$ cat config.mk
export PLATFORM = sky130hd
export DESIGN_NAME = lru_key_tracker_core
export DESIGN_NICKNAME = d
export VERILOG_FILES = /design/src/lkt_pkg.sv /design/src/lkt_cell.sv /design/src/lru_key_tracker_core.sv
export SDC_FILE = /design/constraint.sdc
export NUM_CORES = 1
export LEC_CHECK = 0
export ABC_AREA = 1
export ABC_CLOCK_PERIOD_IN_PS = 6890
export BUFFER_PORTS_ARGS = -buffer_cell sky130_fd_sc_hd__buf_2
export CAP_MARGIN = 15
export CORE_MARGIN = 1.5
export CORE_UTILIZATION = 52
export CTS_CLUSTER_DIAMETER = 200
export DETAILED_ROUTE_END_ITERATION = 16
export GPL_ROUTABILITY_DRIVEN = 1
export PLACE_DENSITY = 0.7
export SETUP_SLACK_MARGIN = 0.05
export SLEW_MARGIN = 15
export SYNTH_ARGS = -nofsm -noshare
export SYNTH_HDL_FRONTEND = slang
export SYNTH_SLANG_ARGS = --single-unit
$ cat constraint.sdc
create_clock -name i_clk -period 6.89 [get_ports i_clk]
set_input_delay 1.378 -clock i_clk [delete_from_list [all_inputs] [get_ports i_clk]]
set_output_delay 1.378 -clock i_clk [all_outputs]
set_load 0.03 [all_outputs]
$ cat src/lkt_pkg.sv
// Shared types and constants for the LRU key tracker.
// Used by lkt_cell and lru_key_tracker_core; no dependencies.
package lkt_pkg;

    localparam int KEY_W = 32;
    localparam int OCC_W = 4;

    typedef enum logic {
        CMD_TOUCH  = 1'b0,
        CMD_FORGET = 1'b1
    } t_cmd;

    // Contents of one list cell
    typedef struct packed {
        logic             valid;
        logic [KEY_W-1:0] key;
    } t_entry;

    // Per-transaction control broadcast to every cell
    typedef struct packed {
        logic             load;
        logic             touch;
        logic [KEY_W-1:0] key;
    } t_ctrl;

endpackage

$ cat src/lkt_cell.sv
// One cell of the recency list: holds a key, compares it against the
// incoming key and shifts in from its newer neighbor. Depends on lkt_pkg.
module lkt_cell (
    input  logic           i_clk,
    input  logic           i_rst_n,
    input  lkt_pkg::t_ctrl i_ctrl,
    input  logic           i_shift,      // an older cell was removed
    input  logic           i_prev_valid, // older neighbor holds a key
    input  lkt_pkg::t_entry i_next,      // newer neighbor contents
    output lkt_pkg::t_entry o_entry,
    output logic           o_hit,
    output logic           o_shift
);

    logic             r_valid;
    logic [lkt_pkg::KEY_W-1:0] r_key;
    logic             n_valid;
    logic [lkt_pkg::KEY_W-1:0] n_key;

    assign o_hit   = r_valid && (r_key == i_ctrl.key);
    assign o_shift = i_shift || o_hit;
    assign o_entry = '{valid: r_valid, key: r_key};

    always_comb begin
        n_valid = r_valid;
        n_key   = r_key;
        if (o_shift) begin
            if (i_next.valid) begin
                n_valid = 1'b1;
                n_key   = i_next.key;
            end else if (i_ctrl.touch && r_valid) begin
                // last held cell after the shift becomes the newest
                n_valid = 1'b1;
                n_key   = i_ctrl.key;
            end else begin
                n_valid = 1'b0;
            end
        end else if (i_ctrl.touch && !r_valid && i_prev_valid) begin
            // append into the first free cell
            n_valid = 1'b1;
            n_key   = i_ctrl.key;
        end
    end

    always_ff @(posedge i_clk) begin
        if (!i_rst_n) begin
            r_valid <= 1'b0;
        end else if (i_ctrl.load) begin
            r_valid <= n_valid;
        end
    end

    always_ff @(posedge i_clk) begin
        if (i_ctrl.load) begin
            r_key <= n_key;
        end
    end

endmodule

$ cat src/lru_key_tracker_core.sv
// LRU key tracker top level: a chain of lkt_cell instances plus the
// stream handshake and result register. Depends on lkt_pkg and lkt_cell.
//
// Usage:
//   Input stream (s_axis): tdata carries the 32-bit key, tuser the command
//   (0 touch, 1 forget). Output stream (m_axis): one result transaction per
//   input transaction, in order.
//   Cell 0 holds the oldest key; valid cells form an unbroken prefix.
//   A touch moves a held key to the newest cell or appends a new one,
//   evicting cell 0 when all DEPTH cells are full. A forget removes the key.
//   The result is registered and presented in the cycle after the input transaction.
//   Throughput: one transaction per cycle unless the receiver stalls. Every
//   cell compares its key in parallel and the removal point ripples up the
//   cell chain, so the whole list is updated in the accepting cycle.
//   Reset (synchronous, active low) empties the list and drops any pending
//   result. When the receiver stalls, the result register holds its value
//   and the input is held off until the result is taken; a new input is
//   accepted in the same cycle the pending result leaves.
module lru_key_tracker_core #(
    parameter int DEPTH = 8
) (
    input  logic        i_clk,
    input  logic        i_rst_n,
    input  logic        i_s_axis_tvalid,
    output logic        o_s_axis_tready,
    input  logic [31:0] i_s_axis_tdata,  // [31:0] key
    input  logic [0:0]  i_s_axis_tuser,  // [0] command
    output logic        o_m_axis_tvalid,
    input  logic        i_m_axis_tready,
    // [0] was_present, [1] evicted_valid, [33:2] evicted_key,
    // [37:34] occupancy, [39:38] zero
    output logic [39:0] o_m_axis_tdata
);

    localparam int CW = $clog2(DEPTH + 1);

    lkt_pkg::t_ctrl  w_ctrl;
    lkt_pkg::t_entry w_entry [DEPTH];
    logic [DEPTH-1:0] w_hit;
    logic [DEPTH:0]   w_shift;
    logic             w_accept;
    logic             w_any_hit;
    logic             w_full;
    logic             w_evict;

    logic [CW-1:0]    r_count;
    logic [CW-1:0]    n_count;
    logic             r_out_valid;
    logic [39:0]      r_out_data;
    logic [39:0]      n_out_data;

    assign o_s_axis_tready = !r_out_valid || i_m_axis_tready;
    assign w_accept        = i_s_axis_tvalid && o_s_axis_tready;

    assign w_ctrl.load  = w_accept;
    assign w_ctrl.touch = (lkt_pkg::t_cmd'(i_s_axis_tuser[0]) == lkt_pkg::CMD_TOUCH);
    assign w_ctrl.key   = i_s_axis_tdata;

    assign w_any_hit = |w_hit;
    assign w_full    = w_entry[DEPTH-1].valid;
    assign w_evict   = w_ctrl.touch && w_full && !w_any_hit;
    assign w_shift[0] = w_evict;

    genvar g;
    generate
        for (g = 0; g < DEPTH; g++) begin : g_cell
            lkt_pkg::t_entry w_next;
            logic            w_prev_valid;
            if (g == DEPTH - 1) begin : g_last
                assign w_next = '{valid: 1'b0, key: '0};
            end else begin : g_mid
                assign w_next = w_entry[g+1];
            end
            if (g == 0) begin : g_first
                assign w_prev_valid = 1'b1;
            end else begin : g_rest
                assign w_prev_valid = w_entry[g-1].valid;
            end
            lkt_cell u_cell (
                .i_clk        (i_clk),
                .i_rst_n      (i_rst_n),
                .i_ctrl       (w_ctrl),
                .i_shift      (w_shift[g]),
                .i_prev_valid (w_prev_valid),
                .i_next       (w_next),
                .o_entry      (w_entry[g]),
                .o_hit        (w_hit[g]),
                .o_shift      (w_shift[g+1])
            );
        end
    endgenerate

    always_comb begin
        n_count = r_count;
        if (w_ctrl.touch) begin
            if (!w_any_hit && !w_full) begin
                n_count = r_count + CW'(1);
            end
        end else if (w_any_hit) begin
            n_count = r_count - CW'(1);
        end
        n_out_data        = '0;
        n_out_data[0]     = w_any_hit;
        n_out_data[1]     = w_evict;
        n_out_data[33:2]  = w_evict ? w_entry[0].key : '0;
        n_out_data[37:34] = lkt_pkg::OCC_W'(n_count);
    end

    always_ff @(posedge i_clk) begin
        if (!i_rst_n) begin
            r_count     <= '0;
            r_out_valid <= 1'b0;
        end else begin
            if (w_accept) begin
                r_count     <= n_count;
                r_out_valid <= 1'b1;
            end else if (i_m_axis_tready) begin
                r_out_valid <= 1'b0;
            end
        end
    end

    always_ff @(posedge i_clk) begin
        if (w_accept) begin
            r_out_data <= n_out_data;
        end
    end

    assign o_m_axis_tvalid = r_out_valid;
    assign o_m_axis_tdata  = r_out_data;

endmodule
==> flow_summary_export.csv <==
group,metric,value,unit
synth,syn_inst,2441,
global_routing,grt_antenna_before_repair,0,
setup_path,critical_path_class,"in2reg",
power_and_ir_drop,p_int,3.54,mW
setup_path,cp-start-kind,"input port",
floorplanning,core.rowCount,69,
clock_tree,cts_setup_buffers,0,
global_routing,track_usage,35.1,%
hold_path,hold_end,"o_m_axis_tvalid$_SDFFE_PN0P_",
synth,synth_top_area_share,47.3,%
drt,routed_via_density,5.53,
synth,synth.most_common_cell,"nand2_1",
floorplanning,initial_core_util,52.6,%
synth,synth_cell_types,44,
setup_path,cp-end-kind,"register",
sta,hold_violations,0,
power_and_ir_drop,swShare,24.5,%
sta,slew_viol_final,0,
synth,netlist_area,18700,um^2
synth,ys_seq_elements,307,
setup_path,crit_required,7150,ps
clock_tree,worstSkewPairLatency,550,ps
setup_path,r2r-start,"g_cell[6].u_cell.r_key[18]$_DFFE_PP_",
hold_path,hold_depth,2,
setup_path,r2r_cells,13,
sta,worst_hold_slack,515,ps
synth,synth.largest_area_cell,"edfxtp_1",
synth,synth_edf_count,294,
finish,drive_above_1_share,7.67,%
drt,wl_per_cell,21.6,um
finish,nFillCells,3256,
clock_tree,hold_buffers,0,
synth,synth.yosys.seq_area_share,48.7,%
power_and_ir_drop,pwr-share-comb,9.6,%
place,numPlacedInstances,2883,
power_and_ir_drop,power_density,230,nW/um^2
sta,setup_tns,0,ps
floorplanning,die_w,193,um
setup_path,path_max_fanout,64,
power_and_ir_drop,peakVddDrop,0.279,mV
synth,async_flop_share,0,%
sta,post-route-period-util,69.3,%
floorplanning,die_area,37100,um^2
sta,finalSetupViolCount,0,
power_and_ir_drop,clkPwrFrac,45.7,%
finish,finalNonFillerCells,2950,
sta,fmax,210,MHz
global_routing,grt_max_degree,65,
hold_path,hp-class,"reg2reg",
place,placed_cell_area,19100,um^2
place,hpwl,50.0,mm
clock_tree,clockBufferDepth,3,
drt,vias,16300,
power_and_ir_drop,p_sw,1.15,mW
sta,fin_ws,2120,ps
drt,drc,0,
synth,ys_top_cells_by_count,"nand2_1 (757), nor2_1 (370), edfxtp_1 (294), inv_1 (263), o21ai_0 (167)",
sta,finalClockSkew,12.5,ps
clock_tree,clock-root-buffer,"clkbuf_16",
floorplanning,fp.dieH,193,um
setup_path,worstPathArrival,5030,ps
clock_tree,tritoncts,"yes",
place,post-place-ws,1660,ps
place,io_buffers,76,
drt,drtAntennaViolNets,0,
place,gp_congestion,1.09,
job,timing.max_cap.violations,0,
clock_tree,clock_sinks,307,
sta,rsz0062_at_grt,"false",
power_and_ir_drop,p_leak,9.20,nW
hold_path,hold_start,"o_m_axis_tvalid$_SDFFE_PN0P_",
drt,finalWirelength,63.8,mm
finish,finish.utilization,57.5,%
global_routing,first_global_vias,15600,
finish,diodes,0,
run_status,status,"completed",
synth,synth_warnings,0,
sta,worst_slew_pin_slew,1080,ps
clock_tree,clkSlewWorstSetupHoldPaths,60,ps
clock_tree,cts_resized,0,
clock_tree,cts.htree.levels,2,
floorplanning,io_pins,79,
power_and_ir_drop,finalPower,4.69,mW
global_routing,gr-total-overflow,0,
setup_path,timing.reg2reg.setup_slack,3040,ps
finish,fin_nets,2500,
global_routing,grt_pass1_wl,93.1,mm
synth,synth.area.top_cells,"edfxtp_1 (47%), nand2_1 (15%), nor2_1 (7.4%)",
setup_path,r2r-end,"g_cell[0].u_cell.r_key[11]$_DFFE_PP_",
finish,final_cell_area,20400,um^2
synth,synth_area_per_cell,7.65,um^2
clock_tree,cts_buffers,37,
finish,synthToLayoutAreaGrowth,9.22,%
sta,max_slew_margin,27.6,%
drt,dr.pass1.iters,6,
power_and_ir_drop,p_seq_share,44.6,%
drt,drtIter0Drc,1591,
synth,ys.flop_type,"edfxtp_1",
sta,period_minus_slack,4770,ps
floorplanning,core,35500,um^2
power groups by stage:
stage	Sequential (mW)	Clock, mW	Combinational (mW)
detailed placement	2.13	0	0.440
floorplan	2.15	0	0.270
finish	2.09	2.14	0.451
global placement	2.13	0	0.433
CTS	2.09	2.16	0.441
global route	2.09	2.23	0.491
worst max-delay path, stage by stage:
cell     delay, ps
buf_2          410
inv_1          400
nand2_1        210
nand2_1         90
nor2_1         140
nand3_1        170
nor2_1         140
nand3_1        130
nand2_1        160
nor2_4          70
nand3_2         70
buf_4          400
nand2_1        160
nand2_2        810
a21oi_1        200
per-layer routing:
layer / vias to the layer above / wire, um / track usage (%)
li1: 7934 / - / -
met1: 7464 / 23400 / 39.2
met2: 741 / 32200 / 63.5
met3: 186 / 4040 / 4.04
met4: 0 / 4240 / 21.9
met5: - / 0 / 0
worst max path at each step:
stage / startpoint / endpoint / slack, ps / cells past startpoint
2_1_floorplan: i_m_axis_tready / g_cell[7].u_cell.r_key[0]$_DFFE_PP_ / 2270 / 7
3_3_place_gp: i_s_axis_tdata[3] / g_cell[0].u_cell.r_key[4]$_DFFE_PP_ / 1750 / 15
3_5_place_dp: i_s_axis_tdata[3] / g_cell[0].u_cell.r_key[29]$_DFFE_PP_ / 1660 / 15
4_1_cts: i_s_axis_tdata[3] / g_cell[0].u_cell.r_key[29]$_DFFE_PP_ / 2230 / 15
5_1_grt: i_s_axis_tdata[3] / g_cell[2].u_cell.r_key[29]$_DFFE_PP_ / 1840 / 15
6_report: i_s_axis_tdata[3] / g_cell[0].u_cell.r_key[11]$_DFFE_PP_ / 2120 / 15
cell families (layout without fill, tap and decap cells):
| group | Yosys count | in the layout | share of synthesized area, % |
|---|---|---|---|
| compound gates | 388 | 388 | 11.0 |
| xor+xnor | 79 | 79 | 3.70 |
| fa+ha+maj | 2 | 2 | 0.134 |
| buf+inv | 393 | 440 | 9.24 |
| flops | 307 | 307 | 48.7 |
| other cells | 1 | 2 | 0.0201 |
| simple gates | 1271 | 1271 | 27.2 |
layout by cell type, fill, tap and decap left out, types with 12 or more instances in the layout:
master,count
a21oi_1,97
buf_2,76
buf_4,12
clkbuf_16,39
dfxtp_1,13
edfxtp_1,294
inv_1,263
inv_2,22
nand2_1,757
nand3_1,59
nand4_1,32
nor2_1,370
nor3_1,16
o21ai_0,167
o21ai_1,85
o22ai_1,16
xnor2_1,52
xor2_1,27
cell type report:
type                            instances  area (um^2)  area share [%]
Tap cell                              461          577            2.83
Multi-Input combinational cell       1742         7870            38.6
Inverter                              285         1070            5.24
Clock inverter                         21          317            1.55
Sequential cell                       307         9090            44.5
Timing Repair Buffer                   88          470            2.31
Clock buffer                           46         1010            4.96
state kept, by name, summed over array words and instances, names as in the netlist:
| name | cells |
|---|---|
| g_cell.u_cell.r_key | 256 |
| g_cell.u_cell.r_valid | 8 |
| o_m_axis_tvalid | 1 |
| r_count | 4 |
| o_m_axis_tdata | 38 |
(Power assumes the default switching activity.)
